<file path="src/sv/swmm_pkg.sv">
// ----------------------------------------------------------------------------
// swmm_pkg
// Shared types and constants for the sliding window min / mean / max block.
// ----------------------------------------------------------------------------
package swmm_pkg;

	localparam int MAX_WINDOW = 64;
	localparam int ADDR_W     = $clog2(MAX_WINDOW);
	localparam int LEN_W      = $clog2(MAX_WINDOW + 1);
	localparam int SAMPLE_W   = 16;
	localparam int NUM_W      = 16;
	localparam int MEAN_W     = 24;
	localparam int SUM_W      = SAMPLE_W + ADDR_W;
	localparam int DIVD_W     = SUM_W + 8;
	localparam int DCNT_W     = $clog2(DIVD_W);
	localparam int QDEPTH     = 2;
	localparam int QPTR_W     = $clog2(QDEPTH);
	localparam int QCNT_W     = $clog2(QDEPTH + 1);

	localparam logic [LEN_W-1:0] WL_RESET   = LEN_W'(3);
	localparam logic [LEN_W-1:0] WL_MAX     = LEN_W'(MAX_WINDOW);
	localparam logic [NUM_W-1:0] NUM_WRAP   = {NUM_W{1'b1}};

	// Work descriptor handed from front to back
	typedef struct packed {
		logic signed [SAMPLE_W-1:0] sample;
		logic signed [SAMPLE_W-1:0] pad;
		logic [NUM_W-1:0]           num;
		logic [ADDR_W-1:0]          pos;
		logic [LEN_W-1:0]           fill;
		logic [LEN_W-1:0]           len;
	} desc_t;

	typedef struct packed {
		logic [NUM_W-1:0]           num;
		logic signed [SAMPLE_W-1:0] value;
		logic signed [SAMPLE_W-1:0] min;
		logic signed [MEAN_W-1:0]   mean;
		logic signed [SAMPLE_W-1:0] max;
	} res_t;

	typedef enum logic [2:0] {
		ST_IDLE,
		ST_SCAN,
		ST_DRAIN,
		ST_PREP,
		ST_DIV,
		ST_DONE
	} state_t;

endpackage

</file>
<file path="src/sv/swmm_ram.sv">
// ----------------------------------------------------------------------------
// swmm_ram
// Generic single write port, single read port RAM with registered read.
// ----------------------------------------------------------------------------
module swmm_ram #(
	parameter int WIDTH = 16,
	parameter int DEPTH = 64
) (
	input  logic                     clk,
	input  logic                     we,
	input  logic [$clog2(DEPTH)-1:0] waddr,
	input  logic [WIDTH-1:0]         wdata,
	input  logic [$clog2(DEPTH)-1:0] raddr,
	output logic [WIDTH-1:0]         rdata
);

	logic [WIDTH-1:0] mem_q [DEPTH];

	always_ff @(posedge clk) begin
		if (we) begin
			mem_q[waddr] <= wdata;
		end
		rdata <= mem_q[raddr];
	end

endmodule

</file>
<file path="src/sv/swmm_front.sv">
// ----------------------------------------------------------------------------
// swmm_front
// Input side: sample numbering, set tracking, write position, window length.
// ----------------------------------------------------------------------------
module swmm_front (
	input  logic                           clk,
	input  logic                           arst_n,
	input  logic                           cfg_we,
	input  logic [swmm_pkg::LEN_W-1:0]     cfg_wdata,
	input  logic                           push,
	input  logic                           q_full,
	input  logic signed [swmm_pkg::SAMPLE_W-1:0] sample,
	input  logic                           last,
	output logic                           q_push,
	output swmm_pkg::desc_t                q_data
);

	logic [swmm_pkg::LEN_W-1:0]           wl_q;
	logic [swmm_pkg::LEN_W-1:0]           len;
	logic                                 set_start_q;
	logic [swmm_pkg::NUM_W-1:0]           num_q;
	logic [swmm_pkg::NUM_W-1:0]           num_nxt;
	logic [swmm_pkg::ADDR_W-1:0]          wp_q;
	logic [swmm_pkg::LEN_W-1:0]           fill_q;
	logic [swmm_pkg::LEN_W-1:0]           fill_nxt;
	logic signed [swmm_pkg::SAMPLE_W-1:0] pad_q;
	logic signed [swmm_pkg::SAMPLE_W-1:0] pad_nxt;

	assign q_push = push && !q_full;

	always_comb begin
		if (wl_q == '0) begin
			len = swmm_pkg::LEN_W'(1);
		end else if (wl_q > swmm_pkg::WL_MAX) begin
			len = swmm_pkg::WL_MAX;
		end else begin
			len = wl_q;
		end
	end

	always_comb begin
		if (set_start_q) begin
			num_nxt  = swmm_pkg::NUM_W'(1);
			fill_nxt = swmm_pkg::LEN_W'(1);
			pad_nxt  = sample;
		end else begin
			num_nxt  = (num_q == swmm_pkg::NUM_WRAP) ? swmm_pkg::NUM_W'(1)
				: num_q + swmm_pkg::NUM_W'(1);
			fill_nxt = (fill_q == swmm_pkg::WL_MAX) ? fill_q
				: fill_q + swmm_pkg::LEN_W'(1);
			pad_nxt  = pad_q;
		end
	end

	always_comb begin
		q_data.sample = sample;
		q_data.pad    = pad_nxt;
		q_data.num    = num_nxt;
		q_data.pos    = wp_q;
		q_data.fill   = fill_nxt;
		q_data.len    = len;
	end

	always_ff @(posedge clk or negedge arst_n) begin
		if (!arst_n) begin
			wl_q        <= swmm_pkg::WL_RESET;
			set_start_q <= 1'b1;
			num_q       <= '0;
			wp_q        <= '0;
			fill_q      <= '0;
		end else begin
			if (cfg_we) begin
				wl_q <= cfg_wdata;
			end
			if (q_push) begin
				set_start_q <= last;
				num_q       <= num_nxt;
				wp_q        <= wp_q + swmm_pkg::ADDR_W'(1);
				fill_q      <= fill_nxt;
			end
		end
	end

	always_ff @(posedge clk) begin
		if (q_push) begin
			pad_q <= pad_nxt;
		end
	end

endmodule

</file>
<file path="src/sv/swmm_queue.sv">
// ----------------------------------------------------------------------------
// swmm_queue
// Short descriptor queue between the front and back parts.
// ----------------------------------------------------------------------------
module swmm_queue (
	input  logic            clk,
	input  logic            arst_n,
	input  logic            wr_en,
	input  swmm_pkg::desc_t wr_data,
	output logic            full,
	input  logic            rd_en,
	output swmm_pkg::desc_t rd_data,
	output logic            q_empty
);

	swmm_pkg::desc_t                entry_q [swmm_pkg::QDEPTH];
	logic [swmm_pkg::QPTR_W-1:0]    wr_ptr_q;
	logic [swmm_pkg::QPTR_W-1:0]    rd_ptr_q;
	logic [swmm_pkg::QCNT_W-1:0]    cnt_q;
	logic                           do_wr;
	logic                           do_rd;

	assign full    = (cnt_q == swmm_pkg::QCNT_W'(swmm_pkg::QDEPTH));
	assign q_empty = (cnt_q == '0);
	assign do_wr   = wr_en && !full;
	assign do_rd   = rd_en && !q_empty;
	assign rd_data = entry_q[rd_ptr_q];

	always_ff @(posedge clk or negedge arst_n) begin
		if (!arst_n) begin
			wr_ptr_q <= '0;
			rd_ptr_q <= '0;
			cnt_q    <= '0;
		end else begin
			if (do_wr) begin
				wr_ptr_q <= wr_ptr_q + swmm_pkg::QPTR_W'(1);
			end
			if (do_rd) begin
				rd_ptr_q <= rd_ptr_q + swmm_pkg::QPTR_W'(1);
			end
			if (do_wr && !do_rd) begin
				cnt_q <= cnt_q + swmm_pkg::QCNT_W'(1);
			end else if (do_rd && !do_wr) begin
				cnt_q <= cnt_q - swmm_pkg::QCNT_W'(1);
			end
		end
	end

	always_ff @(posedge clk) begin
		if (do_wr) begin
			entry_q[wr_ptr_q] <= wr_data;
		end
	end

`ifndef NO_ASSERTIONS
	a_cnt_bound: assert property (@(posedge clk) disable iff (!arst_n)
		cnt_q <= swmm_pkg::QCNT_W'(swmm_pkg::QDEPTH))
		else $error("queue count above depth");
	a_ptr_gap: assert property (@(posedge clk) disable iff (!arst_n)
		(cnt_q == '0 || cnt_q == swmm_pkg::QCNT_W'(swmm_pkg::QDEPTH))
		|-> wr_ptr_q == rd_ptr_q)
		else $error("queue pointers disagree with count");
	a_wr_count: assert property (@(posedge clk) disable iff (!arst_n)
		do_wr && !do_rd |=> cnt_q == $past(cnt_q) + swmm_pkg::QCNT_W'(1))
		else $error("queue write not counted");
`endif

endmodule

</file>
<file path="src/sv/swmm_back.sv">
// ----------------------------------------------------------------------------
// swmm_back
// Execution side: store write, window scan for min/max/sum, serial divide,
// result register.
// ----------------------------------------------------------------------------
module swmm_back (
	input  logic                              clk,
	input  logic                              arst_n,
	input  logic                              q_empty,
	input  swmm_pkg::desc_t                   q_data,
	output logic                              q_pop,
	output logic                              ram_we,
	output logic [swmm_pkg::ADDR_W-1:0]       ram_waddr,
	output logic [swmm_pkg::SAMPLE_W-1:0]     ram_wdata,
	output logic [swmm_pkg::ADDR_W-1:0]       ram_raddr,
	input  logic [swmm_pkg::SAMPLE_W-1:0]     ram_rdata,
	input  logic                              pop,
	output logic                              empty,
	output swmm_pkg::res_t                    res
);

	swmm_pkg::state_t                     state_q;
	swmm_pkg::state_t                     state_nxt;
	swmm_pkg::desc_t                      desc_q;
	logic [swmm_pkg::LEN_W-1:0]           k_q;
	logic                                 rd_s1;
	logic                                 pad_s1;
	logic signed [swmm_pkg::SAMPLE_W-1:0] v;
	logic signed [swmm_pkg::SAMPLE_W-1:0] lo_q;
	logic signed [swmm_pkg::SAMPLE_W-1:0] hi_q;
	logic signed [swmm_pkg::SUM_W-1:0]    sum_q;
	logic signed [swmm_pkg::SUM_W-1:0]    sum_abs;
	logic                                 neg_q;
	logic [swmm_pkg::DIVD_W-1:0]          dvd_q;
	logic [swmm_pkg::LEN_W-1:0]           rem_q;
	logic [swmm_pkg::LEN_W:0]             trial;
	logic                                 ge;
	logic [swmm_pkg::DCNT_W-1:0]          dcnt_q;
	logic [swmm_pkg::DIVD_W-1:0]          quo_signed;
	logic                                 scan_issue;
	logic                                 scan_end;
	logic                                 load;
	logic                                 out_valid_q;
	swmm_pkg::res_t                       res_q;

	assign scan_end = (k_q == desc_q.len - swmm_pkg::LEN_W'(1));
	assign load     = (state_q == swmm_pkg::ST_DONE) && (!out_valid_q || pop);
	assign empty    = !out_valid_q;
	assign res      = res_q;

	always_comb begin
		state_nxt = state_q;
		unique case (state_q)
			swmm_pkg::ST_IDLE: begin
				if (!q_empty) state_nxt = swmm_pkg::ST_SCAN;
			end
			swmm_pkg::ST_SCAN: begin
				if (scan_end) state_nxt = swmm_pkg::ST_DRAIN;
			end
			swmm_pkg::ST_DRAIN: state_nxt = swmm_pkg::ST_PREP;
			swmm_pkg::ST_PREP:  state_nxt = swmm_pkg::ST_DIV;
			swmm_pkg::ST_DIV: begin
				if (dcnt_q == '0) state_nxt = swmm_pkg::ST_DONE;
			end
			swmm_pkg::ST_DONE: begin
				if (load) state_nxt = swmm_pkg::ST_IDLE;
			end
			default: state_nxt = swmm_pkg::ST_IDLE;
		endcase
	end

	always_comb begin
		q_pop      = 1'b0;
		scan_issue = 1'b0;
		unique case (state_q)
			swmm_pkg::ST_IDLE: q_pop      = !q_empty;
			swmm_pkg::ST_SCAN: scan_issue = 1'b1;
			default: begin
				q_pop      = 1'b0;
				scan_issue = 1'b0;
			end
		endcase
	end

	assign ram_we    = q_pop;
	assign ram_waddr = q_data.pos;
	assign ram_wdata = q_data.sample;
	assign ram_raddr = desc_q.pos - k_q[swmm_pkg::ADDR_W-1:0];

	assign v       = pad_s1 ? desc_q.pad : $signed(ram_rdata);
	assign sum_abs = sum_q[swmm_pkg::SUM_W-1] ? -sum_q : sum_q;
	assign trial   = {rem_q, dvd_q[swmm_pkg::DIVD_W-1]};
	assign ge      = (trial >= {1'b0, desc_q.len});
	assign quo_signed = neg_q ? -dvd_q : dvd_q;

	always_ff @(posedge clk or negedge arst_n) begin
		if (!arst_n) begin
			state_q     <= swmm_pkg::ST_IDLE;
			rd_s1       <= 1'b0;
			out_valid_q <= 1'b0;
		end else begin
			state_q <= state_nxt;
			rd_s1   <= scan_issue;
			if (load) begin
				out_valid_q <= 1'b1;
			end else if (pop) begin
				out_valid_q <= 1'b0;
			end
		end
	end

	always_ff @(posedge clk) begin
		if (q_pop) begin
			desc_q <= q_data;
			k_q    <= '0;
			lo_q   <= q_data.sample;
			hi_q   <= q_data.sample;
			sum_q  <= '0;
		end
		if (scan_issue) begin
			k_q    <= k_q + swmm_pkg::LEN_W'(1);
			pad_s1 <= (k_q >= desc_q.fill);
		end
		if (rd_s1) begin
			if (v < lo_q) lo_q <= v;
			if (v > hi_q) hi_q <= v;
			sum_q <= sum_q + swmm_pkg::SUM_W'(v);
		end
		if (state_q == swmm_pkg::ST_PREP) begin
			neg_q  <= sum_q[swmm_pkg::SUM_W-1];
			dvd_q  <= {sum_abs, 8'h00};
			rem_q  <= '0;
			dcnt_q <= swmm_pkg::DCNT_W'(swmm_pkg::DIVD_W - 1);
		end
		if (state_q == swmm_pkg::ST_DIV) begin
			rem_q  <= ge ? swmm_pkg::LEN_W'(trial - {1'b0, desc_q.len})
				: trial[swmm_pkg::LEN_W-1:0];
			dvd_q  <= {dvd_q[swmm_pkg::DIVD_W-2:0], ge};
			dcnt_q <= dcnt_q - swmm_pkg::DCNT_W'(1);
		end
		if (load) begin
			res_q.num   <= desc_q.num;
			res_q.value <= desc_q.sample;
			res_q.min   <= lo_q;
			res_q.mean  <= quo_signed[swmm_pkg::MEAN_W-1:0];
			res_q.max   <= hi_q;
		end
	end

`ifndef NO_ASSERTIONS
	a_scan_bound: assert property (@(posedge clk) disable iff (!arst_n)
		state_q == swmm_pkg::ST_SCAN |-> k_q < desc_q.len)
		else $error("scan index past window");
	a_pop_idle: assert property (@(posedge clk) disable iff (!arst_n)
		q_pop |-> state_q == swmm_pkg::ST_IDLE)
		else $error("descriptor taken while busy");
	a_div_end: assert property (@(posedge clk) disable iff (!arst_n)
		state_q == swmm_pkg::ST_DIV && dcnt_q == '0 |=> state_q == swmm_pkg::ST_DONE)
		else $error("divide did not finish");
	a_res_hold: assert property (@(posedge clk) disable iff (!arst_n)
		out_valid_q && !pop |=> out_valid_q && $stable(res_q))
		else $error("waiting result overwritten");
`endif

endmodule

</file>
<file path="src/sv/sliding_window_min_avg_max.sv">
// ----------------------------------------------------------------------------
// sliding_window_min_avg_max
// Sliding window minimum, Q.8 mean and maximum over signed 16-bit samples.
// ----------------------------------------------------------------------------
// Each accepted sample yields one result: its 1-based number in the set, the
// sample, and the min, mean*256 (truncated toward zero) and max over the last
// window_length samples (0 acts as 1, above 64 acts as 64). The first sample
// of a set pads the window with its own value; "last" ends the set. The front
// part takes an item whenever the queue is not full and queues up to two.
// The back part works on one item at a time: one store write, one store read
// per window entry through the single read port, a pipeline drain and a setup
// step, a serial divide of one quotient bit per cycle, and one hand-off to the
// output register. No clearing pass is needed after reset.
// ----------------------------------------------------------------------------
module sliding_window_min_avg_max (
	input  logic                                  clk,
	input  logic                                  arst_n,
	input  logic                                  cfg_we,
	input  logic [swmm_pkg::LEN_W-1:0]            cfg_wdata,
	input  logic                                  push,
	output logic                                  full,
	input  logic signed [swmm_pkg::SAMPLE_W-1:0]  sample,
	input  logic                                  last,
	output logic                                  empty,
	input  logic                                  pop,
	output logic [swmm_pkg::NUM_W-1:0]            sample_number,
	output logic signed [swmm_pkg::SAMPLE_W-1:0]  value,
	output logic signed [swmm_pkg::SAMPLE_W-1:0]  window_min,
	output logic signed [swmm_pkg::MEAN_W-1:0]    window_mean,
	output logic signed [swmm_pkg::SAMPLE_W-1:0]  window_max
);

	logic                              q_push;
	swmm_pkg::desc_t                   q_wdata;
	swmm_pkg::desc_t                   q_rdata;
	logic                              q_empty;
	logic                              q_pop;
	logic                              ram_we;
	logic [swmm_pkg::ADDR_W-1:0]       ram_waddr;
	logic [swmm_pkg::SAMPLE_W-1:0]     ram_wdata;
	logic [swmm_pkg::ADDR_W-1:0]       ram_raddr;
	logic [swmm_pkg::SAMPLE_W-1:0]     ram_rdata;
	swmm_pkg::res_t                    res;

	swmm_front u_front (
		.clk       (clk),
		.arst_n    (arst_n),
		.cfg_we    (cfg_we),
		.cfg_wdata (cfg_wdata),
		.push      (push),
		.q_full    (full),
		.sample    (sample),
		.last      (last),
		.q_push    (q_push),
		.q_data    (q_wdata)
	);

	swmm_queue u_queue (
		.clk     (clk),
		.arst_n  (arst_n),
		.wr_en   (q_push),
		.wr_data (q_wdata),
		.full    (full),
		.rd_en   (q_pop),
		.rd_data (q_rdata),
		.q_empty (q_empty)
	);

	swmm_ram #(
		.WIDTH (swmm_pkg::SAMPLE_W),
		.DEPTH (swmm_pkg::MAX_WINDOW)
	) u_store (
		.clk   (clk),
		.we    (ram_we),
		.waddr (ram_waddr),
		.wdata (ram_wdata),
		.raddr (ram_raddr),
		.rdata (ram_rdata)
	);

	swmm_back u_back (
		.clk       (clk),
		.arst_n    (arst_n),
		.q_empty   (q_empty),
		.q_data    (q_rdata),
		.q_pop     (q_pop),
		.ram_we    (ram_we),
		.ram_waddr (ram_waddr),
		.ram_wdata (ram_wdata),
		.ram_raddr (ram_raddr),
		.ram_rdata (ram_rdata),
		.pop       (pop),
		.empty     (empty),
		.res       (res)
	);

	assign sample_number = res.num;
	assign value         = res.value;
	assign window_min    = res.min;
	assign window_mean   = res.mean;
	assign window_max    = res.max;

endmodule
</file>
<file path="config.mk">
export PLATFORM = sky130hd
export DESIGN_NAME = sliding_window_min_avg_max
export DESIGN_NICKNAME = d
export VERILOG_FILES = /design/src/sv/swmm_pkg.sv /design/src/sv/swmm_ram.sv /design/src/sv/swmm_front.sv /design/src/sv/swmm_queue.sv /design/src/sv/swmm_back.sv /design/src/sv/sliding_window_min_avg_max.sv
export SDC_FILE = /design/constraint.sdc
export NUM_CORES = 1
export LEC_CHECK = 0
export BUFFER_PORTS_ARGS = -buffer_cell sky130_fd_sc_hd__buf_2
export CAP_MARGIN = 30
export CORE_UTILIZATION = 55
export CTS_CLUSTER_DIAMETER = 80
export DETAILED_ROUTE_END_ITERATION = 12
export GPL_ROUTABILITY_DRIVEN = 0
export HOLD_SLACK_MARGIN = 0.08
export PLACE_DENSITY = 0.83
export SYNTH_ARGS = -nofsm -noshare
export SYNTH_HDL_FRONTEND = slang
export SYNTH_SLANG_ARGS = --single-unit
</file>
<file path="constraint.sdc">
create_clock -name clk -period 10.6 [get_ports clk]
set_input_delay 1.59 -clock clk [delete_from_list [all_inputs] [get_ports clk]]
set_output_delay 1.59 -clock clk [all_outputs]
set_load 0.005 [all_outputs]
</file>
==> results.yml <==
sta:
  timing.setup.tns_ps: 0
  min_period_over_period: 0.465
  slew_violations: 0
  maxSlewHeadroom: 0.259
  setup_viol: 0
  rsz0062_at_grt: "no"
  finalClockSkew_ps: 47.0
  post-route-min-period_ps: 4930
  timing_hold_violations_final: 0
  worstMarginPinSlew_ps: 1110
  fmax_mhz: 203
  fin_ws_ps: 5670
cells_and_area:
  area_delta_synth_final_pct: 12.7
  drive_gt1_frac: 0.250
  design_area_sq_mm: 0.0686
  final_nets: 3608
  final_cells: 5092
grt:
  grt-ovfl-total: 0
  grt_pass1_wl_um: 217000
  antenna_found_initial: 7
  grt_max_degree: 123
  first_global_vias: 32859
  gr-usage-all-layers: 0.267
yosys:
  ys_ff_latch: 1499
  netlist.top_cell.by_area: "edfxtp_1"
  synth_cells: 3261
  synth_area_sq_mm: 0.0609
  avgSynthCellArea_sq_um: 18.7
  synth_area_leaders: "edfxtp_1, mux4_2, mux2_2"
  synth.net_count: 3374
  ys_async_sr_fraction: 0.0307
  ys_seq_area_frac: 0.728
  synth.distinct_cells: 75
  synth_edf_count: 1405
  ys_warn_count: 0
  synth_top_flop_cell: "edfxtp_1"
  synth_top_area_share: 0.693
worst_hold_path:
  hold_depth: 0
  hold_class: "register to register"
critical_path:
  cp_max_fo: 66
  max_stage_delay_ps: 1400
  worstPathArrival_ps: 5550
  start_kind: "register"
  path_buf_inv: 3
  critPathKind: "register to register"
  crit_required_ps: 11230
  crit_path_end_kind: "register"
  r2r_cells: 9
  slowest_stage: "fa_4"
  cp_top_family: "multiplexers"
  worst-path-stages: 9
  crit_chain: "ha_4 -> inv_1 -> fa_4 -> buf_4 -> buf_16 -> mux4_2 -> mux4_2 -> mux2i_1 -> mux2i_1"
power:
  power_leakage_nw: 23.1
  ir_worst_vdd_v: 0.000393
  pwr_density_cell_mw_per_mm2: 345
route:
  postRouteAntennaNets: 0
  routed-via-count: 32948
  wl_um: 149000
  via_per_inst: 6.47
  drc: 0
  drtIter0Drc: 4453
  wl_per_cell_um: 29.2
  drt-pass1-iter-count: 6
status:
  status: "completed"
place:
  dp_hpwl_um: 81700
  portBuffers: 118
  dp.cells: 4825
  place_area_sq_mm: 0.0637
  place_ws_ps: 5690
die:
  die_w_um: 335
  io_pins: 119
  rows: 121
  die_h_um: 335
  die_area_sq_mm: 0.112
  core_area_sq_mm: 0.109
  initial_core_util: 0.557
clock_network:
  post_cts_buffers: 0
  ctsLongestPathBuffers: 3
  insertion_delay_ps: 790
  holdBufCountCts: 0
  cts_buffers: 141
  clock-sinks: 1499
  clkTransAtPathRegs_ps: 70
  post_cts_resized: 0
  root_buffer: "clkbuf_16"
  cts-htree-levels: 4
  cts_tree: "built"
run:
  cap_violations: 0
[cells in the final DEF, fill, tap and decap left out, types with 13 or more instances in the layout]
cell / netlist / layout
nor2_1: 201 / 194
buf_4: 8 / 97
nand3b_1: 17 / 17
bufinv_16: 0 / 14
dfxtp_1: 48 / 48
edfxtp_1: 1405 / 1405
clkbuf_1: 78 / 31
mux4_2: 320 / 320
nor3_1: 26 / 26
xor2_1: 41 / 41
a21oi_1: 64 / 64
o31ai_1: 24 / 24
nand3_1: 57 / 57
buf_2: 43 / 118
mux2i_1: 92 / 92
nand2_1: 132 / 132
nand2b_1: 19 / 19
mux2_2: 103 / 103
a21o_1: 20 / 20
clkinv_2: 0 / 30
ha_1: 81 / 80
nor2b_1: 13 / 13
nand4_1: 18 / 18
dfrtp_1: 43 / 42
clkinv_1: 1 / 18
inv_1: 99 / 98
o21ai_0: 99 / 98
clkbuf_16: 0 / 141
xnor2_1: 54 / 54
[per-layer routing]
layer  GRT usage  part of all wire  up-vias  wire length (um)
met4       0.119             0.045        4              6680
met2       0.444              0.50     2286             73800
met1       0.341              0.35    16775             52300
met3      0.0560              0.11      441             15900
met5           0           0.00018        -                27
li1            -                 -    13442                 -
[kinds of logic after synthesis]
group	share of synthesized area
xor+xnor	0.0146
buf+inv	0.0165
mux	0.153
compound gates	0.0279
flops	0.728
simple gates	0.0425
fa+ha+maj	0.0176
[cells in the mapped netlist, types with 41 or more instances]
| master | number |
|---|---|
| a21oi_1 | 64 |
| buf_2 | 43 |
| clkbuf_1 | 78 |
| dfrtp_1 | 43 |
| dfxtp_1 | 48 |
| edfxtp_1 | 1405 |
| ha_1 | 81 |
| inv_1 | 99 |
| mux2_2 | 103 |
| mux2i_1 | 92 |
| mux4_2 | 320 |
| nand2_1 | 132 |
| nand3_1 | 57 |
| nor2_1 | 201 |
| o21ai_0 | 99 |
| xnor2_1 | 54 |
| xor2_1 | 41 |
[power breakdown]
part	switching (mW)	leakage (nW)	internal (mW)
sequential	0.455	13.7	7.84
clock	2.30	2.33	2.90
combinational	5.96	7.01	4.23
total	8.72	23.1	15.0
[final cells by class]
type	instances	area, sq um
Inverter	100	377
Fill cell	7090	40700
Antenna cell	2	5.00
Timing Repair Buffer	229	1600
Clock buffer	179	3740
Sequential cell	1499	44300
Clock inverter	83	1050
Tap cell	1476	1850
Multi-Input combinational cell	1524	15600
[stage by stage]
stage	power, mW	util	hold slack, ps
after floorplan	15.1	-	400
after global placement	17.8	0.581	400
after detailed placement	18.2	0.583	405
after CTS	23.5	0.627	395
after global routing	24.5	0.627	390
final	23.7	0.627	387
[worst paths after layout]
check	startpoint	end	slack, ps
setup / recovery	u_back.k_q[0]	u_store.rdata[8]	5670
hold reg to reg	u_back.desc_q[35]	u_back.res[87]	390
min in group asynchronous	arst_n	u_front.wl_q[3]	930
setup reg to reg	u_back.k_q[0]	u_store.rdata[8]	5670
max in group asynchronous	arst_n	u_queue.rd_ptr_q	9170
hold / removal	u_back.desc_q[35]	u_back.res[87]	390
[sequential cells by signal, summed over array words and instances, names as in the netlist, 16 cells and up]
register         flops
u_store.mem_q     1024
u_queue.entry_q    136
u_back.res          88
u_back.desc_q       68
u_back.dvd_q        30
u_back.sum_q        22
u_back.hi_q         16
u_back.lo_q         16
u_front.num_q       16
u_front.pad_q       16
u_store.rdata       16
Power figures use the tool's default switching activity.
